`config.mk`:
```
export PLATFORM = sky130hd
export DESIGN_NAME = rrc_front
export DESIGN_NICKNAME = d
export VERILOG_FILES = /design/src/rrc_pkg.sv /design/src/rrc_front.sv
export SDC_FILE = /design/constraint.sdc
export NUM_CORES = 1
export LEC_CHECK = 0
export ABC_AREA = 0
export BUFFER_PORTS_ARGS = -buffer_cell sky130_fd_sc_hd__buf_2
export CORE_ASPECT_RATIO = 0.8
export CORE_MARGIN = 1
export CORE_UTILIZATION = 46
export CTS_CLUSTER_SIZE = 8
export DETAILED_ROUTE_END_ITERATION = 7
export GPL_TIMING_DRIVEN = 1
export PLACE_DENSITY = 0.66
export SYNTH_ARGS = -nofsm -noshare
export SYNTH_HDL_FRONTEND = slang
export SYNTH_SLANG_ARGS = --single-unit
export TNS_END_PERCENT = 10
```
`constraint.sdc`:
```
create_clock -name clk_i -period 12.7 [get_ports clk_i]
set_input_delay 0 -clock clk_i [delete_from_list [all_inputs] [get_ports clk_i]]
set_output_delay 0 -clock clk_i [all_outputs]
set_load 0.05 [all_outputs]
```
`src/rrc_pkg.sv`:
```
// ----------------------------------------------------------------------------
// rrc_pkg
// Shared types and constants for the rounded rectangle coverage block.
// ----------------------------------------------------------------------------
package rrc_pkg;

  localparam int COORD_BITS_DEF = 12;
  localparam int DIST_FRAC_DEF  = 8;

  localparam int WID_W  = 11;  // rect width / height
  localparam int CR_W   = 10;  // corner radius
  localparam int SW_W   = 8;   // stroke width
  localparam int MODE_W = 2;
  localparam int RAD_W  = 11;  // radius + stroke, up to 1278
  localparam int MAG_W  = 12;  // |2*dx+1| inside any corner square, up to 2555
  localparam int COV_W  = 4;

  localparam int ADDR_W = 5;
  localparam int DATA_W = 32;

  localparam int FIFO_DEPTH = 4;
  localparam int FIFO_AW    = 2;

  localparam logic [COV_W-1:0] COV_NONE = 4'd0;
  localparam logic [COV_W-1:0] COV_FULL = 4'd15;

  typedef enum logic [MODE_W-1:0] {
    MODE_FILL  = 2'd0,
    MODE_INNER = 2'd1,
    MODE_OUTER = 2'd2
  } mode_e;

  typedef enum logic [2:0] {
    REG_LEFT   = 3'd0,
    REG_TOP    = 3'd1,
    REG_WIDTH  = 3'd2,
    REG_HEIGHT = 3'd3,
    REG_RADIUS = 3'd4,
    REG_STROKE = 3'd5,
    REG_MODE   = 3'd6
  } reg_idx_e;

  localparam logic [ADDR_W-1:0] ADDR_DRAW_MODE = 5'd24;

  // Per-pixel decision carried alongside the distance operands.
  typedef struct packed {
    logic             corner;  // coverage comes from the distance
    logic [COV_W-1:0] cov;     // coverage when not a corner pixel
    logic [RAD_W-1:0] rad_hi;
    logic [RAD_W-1:0] rad_lo;
    logic             use_lo;  // subtract the inner term
  } side_t;

  typedef struct packed {
    side_t            side;
    logic [MAG_W-1:0] dx_mag;
    logic [MAG_W-1:0] dy_mag;
  } item_t;

endpackage

```
`src/rrc_front.sv`:
```
// ----------------------------------------------------------------------------
// rrc_front
// Offsets the pixel against the rectangle origin and classifies it: fixed
// coverage, or a corner pixel with its radii and distance operands.
// ----------------------------------------------------------------------------
module rrc_front import rrc_pkg::*; #(
  parameter int COORD_BITS = COORD_BITS_DEF
) (
  input  logic                         clk_i,
  input  logic                         rst_ni,
  input  logic signed [COORD_BITS-1:0] pixel_x_i,
  input  logic signed [COORD_BITS-1:0] pixel_y_i,
  input  logic                         pixel_valid_i,
  output logic                         pixel_ready_o,
  input  logic signed [COORD_BITS-1:0] rect_left_i,
  input  logic signed [COORD_BITS-1:0] rect_top_i,
  input  logic [WID_W-1:0]             rect_width_i,
  input  logic [WID_W-1:0]             rect_height_i,
  input  logic [CR_W-1:0]              corner_radius_i,
  input  logic [SW_W-1:0]              stroke_width_i,
  input  logic [MODE_W-1:0]            draw_mode_i,
  output item_t                        item_o,
  output logic                         item_valid_o,
  input  logic                         item_ready_i
);

  localparam int UW = COORD_BITS + 1;
  localparam int CW = ((UW > 13) ? UW : 13) + 1;

  logic                 en;
  logic                 a_valid_q, b_valid_q;
  logic signed [UW-1:0] u_q, v_q, u_d, v_d;
  item_t                item_q, item_d;

  logic signed [CW-1:0] u, v, w, h, cr, sw, r, wr, hr, cx, cy, dx, dy, dx2, dy2;
  logic signed [CW-1:0] rhi, rlo;
  logic                 in_rect, ccol, crow;

  assign en            = !b_valid_q || item_ready_i;
  assign pixel_ready_o = en;

  assign u_d = $signed({pixel_x_i[COORD_BITS-1], pixel_x_i})
             - $signed({rect_left_i[COORD_BITS-1], rect_left_i});
  assign v_d = $signed({pixel_y_i[COORD_BITS-1], pixel_y_i})
             - $signed({rect_top_i[COORD_BITS-1], rect_top_i});

  always_comb begin
    u  = CW'(u_q);
    v  = CW'(v_q);
    w  = CW'($signed({1'b0, rect_width_i}));
    h  = CW'($signed({1'b0, rect_height_i}));
    cr = CW'($signed({1'b0, corner_radius_i}));
    sw = CW'($signed({1'b0, stroke_width_i}));
    r  = cr;
    if (r > (w >>> 1)) r = w >>> 1;
    if (r > (h >>> 1)) r = h >>> 1;
    wr = w - r;
    hr = h - r;
    in_rect = (u >= 0) && (u < w) && (v >= 0) && (v < h);

    // corner centre and odd doubled offsets to the pixel centre
    cx  = (u < r) ? r : wr;
    cy  = (v < r) ? r : hr;
    dx  = u - cx;
    dy  = v - cy;
    dx2 = dx[CW-1] ? (-(dx <<< 1) - CW'(1)) : ((dx <<< 1) + CW'(1));
    dy2 = dy[CW-1] ? (-(dy <<< 1) - CW'(1)) : ((dy <<< 1) + CW'(1));

    rhi  = r;
    rlo  = r - sw;
    ccol = 1'b0;
    crow = 1'b0;
    item_d.side.corner = 1'b0;
    item_d.side.cov    = COV_NONE;
    item_d.side.use_lo = 1'b0;

    if (w != 0 && h != 0) begin
      case (mode_e'(draw_mode_i))
        MODE_FILL: begin
          ccol = (u < r) || (u >= wr);
          crow = (v < r) || (v >= hr);
          if (in_rect) begin
            if (r != 0 && ccol && crow) item_d.side.corner = 1'b1;
            else                        item_d.side.cov    = COV_FULL;
          end
        end
        MODE_INNER: begin
          if (sw != 0) begin
            if (r == 0) begin
              if (in_rect && ((u < sw) || (u >= w - sw) || (v < sw) || (v >= h - sw)))
                item_d.side.cov = COV_FULL;
            end else begin
              ccol = ((u >= 0) && (u < r)) || ((u >= wr) && (u < w));
              crow = ((v >= 0) && (v < r)) || ((v >= hr) && (v < h));
              if (ccol && crow) begin
                item_d.side.corner = 1'b1;
                item_d.side.use_lo = (r > sw);
              end else if ((u >= r) && (u < wr) &&
                           (((v >= 0) && (v < sw)) || ((v >= h - sw) && (v < h)))) begin
                item_d.side.cov = COV_FULL;
              end else if ((v >= r) && (v < hr) &&
                           (((u >= 0) && (u < sw)) || ((u >= w - sw) && (u < w)))) begin
                item_d.side.cov = COV_FULL;
              end
            end
          end
        end
        MODE_OUTER: begin
          if (sw != 0) begin
            if (r == 0) begin
              if (!in_rect && (u >= -sw) && (u < w + sw) && (v >= -sw) && (v < h + sw))
                item_d.side.cov = COV_FULL;
            end else begin
              ccol = ((u >= -sw) && (u < r)) || ((u >= wr) && (u < w + sw));
              crow = ((v >= -sw) && (v < r)) || ((v >= hr) && (v < h + sw));
              rhi  = r + sw;
              rlo  = r;
              if (ccol && crow) begin
                item_d.side.corner = 1'b1;
                item_d.side.use_lo = 1'b1;
              end else if ((u >= r) && (u < wr) &&
                           (((v >= -sw) && (v < 0)) || ((v >= h) && (v < h + sw)))) begin
                item_d.side.cov = COV_FULL;
              end else if ((v >= r) && (v < hr) &&
                           (((u >= -sw) && (u < 0)) || ((u >= w) && (u < w + sw)))) begin
                item_d.side.cov = COV_FULL;
              end
            end
          end
        end
        default: begin
          item_d.side.cov = COV_NONE;
        end
      endcase
    end

    item_d.side.rad_hi = RAD_W'(rhi);
    item_d.side.rad_lo = RAD_W'(rlo);
    item_d.dx_mag      = MAG_W'(dx2);
    item_d.dy_mag      = MAG_W'(dy2);
  end

  always_ff @(posedge clk_i or negedge rst_ni) begin
    if (!rst_ni) begin
      a_valid_q <= 1'b0;
      b_valid_q <= 1'b0;
    end else if (en) begin
      a_valid_q <= pixel_valid_i;
      b_valid_q <= a_valid_q;
    end
  end

  always_ff @(posedge clk_i) begin
    if (en) begin
      u_q    <= u_d;
      v_q    <= v_d;
      item_q <= item_d;
    end
  end

  assign item_o       = item_q;
  assign item_valid_o = b_valid_q;

endmodule

```
## Word-level counts from Yosys, hierarchy flattened

Cells that the tools add are included.
Widths: inputs -> output; s select.

- Output and inout port bits: 54
- Input bits: 94
- Bits in registers: 80
- Word-level logic and storage cells: 156

- Reduce and logical (&&, ||, !) cells: 57
- $add $sub $neg: 19
- Order comparisons: 27
- Equal/unequal tests: 2
- Multiplexer cells: 40

Operators with widths:

| kind | number |
|---|---|
| $mux 11 | 8 |
| $ge 13x12->1 | 6 |
| $lt 13x12->1 | 4 |
| $mux 4 | 11 |
| $logic_and 1x1->1 | 35 |
| $logic_not 32->1 | 1 |
| $reduce_bool 32->1 | 1 |
| $ge 13x14->1 | 2 |
| $mux 14 | 2 |
| $sub 13x14->14 | 2 |
| $ge 13x1->1 const B | 2 |
| $ge 13x11->1 | 2 |
| $lt 13x1->1 const B | 2 |
| $lt 13x11->1 | 2 |
| $lt 13x13->1 | 2 |
| $lt 13x9->1 | 2 |
| $sub 12x12->13 | 2 |
| $add 11x8->12 | 2 |
| $add 12x2->12 const B | 2 |
| $mux 12 | 2 |
| $neg 12->12 | 2 |
| $sub 11x10->12 | 2 |
| $sub 11x8->12 | 2 |
| $sub 12x2->12 const B | 2 |
| 18 further kinds | 45 |

## Depth between registers and ports, before layout

- Depth in word-level cells: 14
- Gate-level depth with buffers: 41
- Depth with buffers taken out: 38

## Worst setup path after synthesis

No wires, ideal clock.

- Path type: input -> register
- Start point: input rect_width_i[10]
- End point: register item_q (netlist bit item_o[11]) (data pin)
- Path buffers: 6
- Required time: 12.424 ns
- Data arrival time: 8.384 ns
- Stages: 40
- Path slack: 4.039 ns
- Setup time: 0.276 ns
- Cell sequence: clkinv_1 ha_1 and4_1 o211ai_1 and3_1 buf_4 nor3_2 mux2_2 ha_1 nand4_1 a211oi_1 a2111oi_2 nor2_1 buf_2 o21a_1 clkbuf_1 inv_1 ha_1 (+4 left out) nor3_1 a211o_1 buf_2 clkbuf_1 a21oi_1 ha_1 o21ai_0 a21oi_1 o21ai_0 a21boi_0 o21ai_0 a21boi_0 o21a_1 o21a_1 o211ai_1 a22o_1 buf_1 xnor2_1

- Word-level cells in the longest chain between the ends: 10
- Elaborated cells between the ends (all ways): 12
- Those cells by class: add/sub: 5; order compare: 3; mux: 4

RTL lines:

| item | RTL line | text |
|---|---|---|
| from (decl) | rrc_front.sv:17 | `input logic [WID_W-1:0] rect_width_i,` |
| $gt 10x10->1 | rrc_front.sv:55 | `if (r > (w >>> 1)) r = w >>> 1;` |
| $mux 10 * | rrc_front.sv:55 |  |
| $gt 10x10->1 | rrc_front.sv:56 | `if (r > (h >>> 1)) r = h >>> 1;` |
| $mux 10 * | rrc_front.sv:56 |  |
| $sub 11x10->12 or $lt 13x11->1 (tied branches) | rrc_front.sv:58, rrc_front.sv:63 |  |
| $mux 14 * | rrc_front.sv:63 | `cy = (v < r) ? r : hr;` |
| $sub 13x14->14 * | rrc_front.sv:65 | `dy = v - cy;` |
| $neg 12->12 | rrc_front.sv:67 | `dy2 = dy[CW-1] ? (-(dy <<< 1) - CW'(1)) : ((dy <<< 1) + CW'(1));` |
| $sub 12x2->12 | rrc_front.sv:67 |  |
| $mux 12 * | rrc_front.sv:67 |  |
| net dy2[11] | rrc_front.sv:35 | `logic signed [CW-1:0] u, v, w, h, cr, sw, r, wr, hr, cx, cy, dx, dy, dx2, dy2;` |
| to (signal assigned) | rrc_front.sv:157 | `item_q <= item_d;` |
| to (decl) | rrc_front.sv:33 | `item_t item_q, item_d;` |

Mark *: on every way through the listed nets, which the timed path passes. The rest lies on a longest branch.
A chain may end at the register's enable or synchronous reset.

## Final worst setup path

- Start point: input rect_width_i[10]
- End point: register item_q (netlist bit item_o[5]) (data pin)

The elaborated chain is that of the path after synthesis.

==> flow_metrics.tcl <==
set metrics [dict create \
    hold_viol_final 0 \
    r2r_start "u_q[1]" \
    drt_pass1_iterations 6 \
    cts_buffers 9 \
    synth.distinct_cells 81 \
    cts_tree "yes" \
    port_buffers 145 \
    worstMarginPinSlew_ps 1260 \
    maxCapViolations 0 \
    cp_common_cell "ha_1" \
    grtUsageTotal_pct 29.6 \
    setup_ws_ps 2490 \
    fp-row-count 54 \
    power_uw 2460 \
    relSlewSlack_pct 15.4 \
    syn_area_um2 12900 \
    yosysWarnings 0 \
    drc 0 \
    fin_setup_tns_ps 0 \
    wl_per_cell_um 20.8 \
    io_pins 148 \
    layout-drive-gt1-share_pct 12.1 \
    drtIter0Drc 1365 \
    path_buf_inv 3 \
    grt_pass1_wl_um 64300 \
    critPathKind "in -> reg" \
    cpMaxStageDelayCell "nor2_1" \
    htreeDepth 3 \
    critical_path_depth 37 \
    crit_family "compound AO/OA/AOI/OAI gates" \
    gp_congestion 1.01 \
    fin_util_pct 52.1 \
    crit_path_start_kind "input pin" \
    cp_max_fo 17 \
    num_vias 12300 \
    critPathRequiredTime_ps 12780 \
    syn_to_final_growth_pct 10.8 \
    ys_ff_latch 75 \
    syn-instance-count 1553 \
    fp.dieH_um 152 \
    cts_sinks 75 \
    maxSlewViolCount 0 \
    max_freq_ghz 0.0979 \
    skew_ps 10.1 \
    cts_buffer_depth 2 \
    crit_arrival_ps 10290 \
    dpl.hpwl_um 34000 \
    postCtsSetupBuffers 0 \
    cts_resized 0 \
    ir_drop_uv 99.0 \
    power.leakage_uw 0.00670 \
    antennaDiodeCount 0 \
    cp-end-kind "flip-flop" \
    clkTransAtPathRegs_ps 60 \
    core_area_um2 27400 \
    layout_min_cycle_time_ps 10210 \
    grt_max_degree 77 \
    die_area_um2 28700 \
    r2r-end "item_o[16]" \
    avgSynthCellArea_um2 8.30 \
    dp_slack_ps 2470 \
    synth_edf_count 73 \
    seq_area_frac_synth_pct 17.4 \
    critPathMaxStageDelay_ps 990 \
    ff2ff_setup_slack_ps 6790 \
    post-route-period-util_pct 80.4 \
    min_path_type "in -> reg" \
    fin_nets 2066 \
    reg2reg_depth 20 \
    p_per_area_nw_per_um2 172 \
    vias_per_cell 5.99 \
    clkLatencyLatePin_ps 360 \
    startpoint "rect_width_i[10]" \
    synthArstFlopShare_pct 2.67 \
    ant_nets 0 \
    antenna_found_initial 0 \
    status "complete, no violations" \
    die_width_um 189 \
    cts_root_buf "clkbuf_16" \
    start_util_pct 47.0 \
    rsz0062_at_grt "no" \
    overflow 0 \
    setup_violations 0 \
    grt_pass1_vias 11300 \
    ys.flop_type "edfxtp_1" \
    critPathCapture "item_o[5]" \
    wl_um 42800 \
]
cell type report:
type | count | area, um2
fill | 2640 | 13100
sequential | 75 | 2240
inverter | 160 | 603
multi-input combinational | 1282 | 9890
clock buffer | 9 | 225
timing repair buffer | 155 | 808
clock inverter | 7 | 67.6
tap | 364 | 455
power by group:
group | switching, uW | total, uW | internal (uW)
logic | 1070 | 1710 | 644
clock network | 116 | 268 | 152
registers | 76.2 | 476 | 400
total | 1260 | 2460 | 1200
layout by cell type (no fill, tap or decap), types with 11 or more instances in the layout:
cell type,count
a21oi_1,110
a21o_1,32
inv_1,155
nor2b_1,25
edfxtp_1,73
o21a_1,35
a21boi_0,11
buf_2,145
nor3_1,25
nand3_1,43
ha_1,279
xor2_1,22
o211ai_1,16
o21ai_0,100
nand4_1,27
nor4_1,15
nand2b_1,27
nor2_1,107
nand2_1,100
o21bai_1,20
xnor2_1,106
a2111oi_0,12
timing repair:
| action | CTS | global route |
|---|---|---|
| hold buffers | 3 | 0 |
| endpoints found under the setup margin | 0 | 0 |
| endpoints found under the hold margin | 3 | 0 |
cell usage after synthesis (all sizes together) (8+ instances only):
| cell | instances | share of area, % |
|---|---|---|
| xnor2 | 106 | 7.2 |
| a2111oi | 13 | 0.93 |
| and4 | 8 | 0.54 |
| mux2 | 12 | 1.1 |
| fa | 10 | 1.6 |
| nor4 | 16 | 0.89 |
| a211o | 8 | 0.54 |
| buf | 15 | 0.67 |
| o211ai | 18 | 1.2 |
| nand2b | 28 | 1.4 |
| nand4 | 27 | 1.3 |
| a21oi | 110 | 4.3 |
| a21boi | 11 | 0.64 |
| a211oi | 12 | 0.87 |
| o21a | 35 | 2.0 |
| ha | 279 | 27 |
| nand3 | 43 | 1.7 |
| nand2 | 100 | 2.9 |
| o21bai | 20 | 1.2 |
| nor3 | 27 | 1.1 |
| a31oi | 8 | 0.39 |
| inv | 157 | 4.6 |
| xor2 | 22 | 1.5 |
| nor2 | 107 | 3.1 |
| edfxtp | 73 | 17 |
| a21o | 32 | 1.9 |
| clkbuf | 22 | 0.64 |
| nor2b | 25 | 1.2 |
| o21ai | 110 | 4.4 |
flip-flops by register name, summed over array words and instances, names as in the netlist:
| name | flops |
|---|---|
| item_o | 47 |
| a_valid_q | 1 |
| item_valid_o | 1 |
| v_q | 13 |
| u_q | 13 |
worst min-delay path, cell delays in order:
cell,delay [ps]
buf_2,80
ha_1,120
inv_1,40
per-stage QoR:
step	cells	hold WS, ps	instance area (um2)
after detailed placement	2033	-212	14000
after floorplan	1554	-296	12900
after global placement	2033	-215	14000
after CTS	2052	31.8	14300
after global routing	2052	50.3	14300
final	2052	38.5	14300
worst min-delay path by stage:
stage | start | end | slack, ps | cells past startpoint
6_report | rect_top_i[0] | v_q[0] | 40 | 3
5_1_grt | rect_top_i[0] | v_q[0] | 50 | 3
4_1_cts | rect_top_i[0] | v_q[0] | 30 | 3
3_5_place_dp | rst_ni | item_valid_o | -210 | 1
3_3_place_gp | rst_ni | item_valid_o | -210 | 1
2_1_floorplan | rst_ni | a_valid_q | -300 | 0
metal layers:
layer,wire [um],GRT usage (%)
met2,16900,42.4
met4,1010,8.31
met5,0,0
met1,19900,42.5
met3,4880,8.82
cells by family (layout without fill, tap and decap cells):
kind of cell,Yosys count,after routing,synth area share (%)
xor+xnor,128,128,8.69
mux,15,15,1.34
compound gates,422,422,21.3
flops,75,75,17.4
other cells,1,2,0.0291
fa+ha+maj,293,293,28.9
buf+inv,197,331,5.99
simple gates,422,422,16.3
Note: power is estimated with default switching activity, not from simulation.
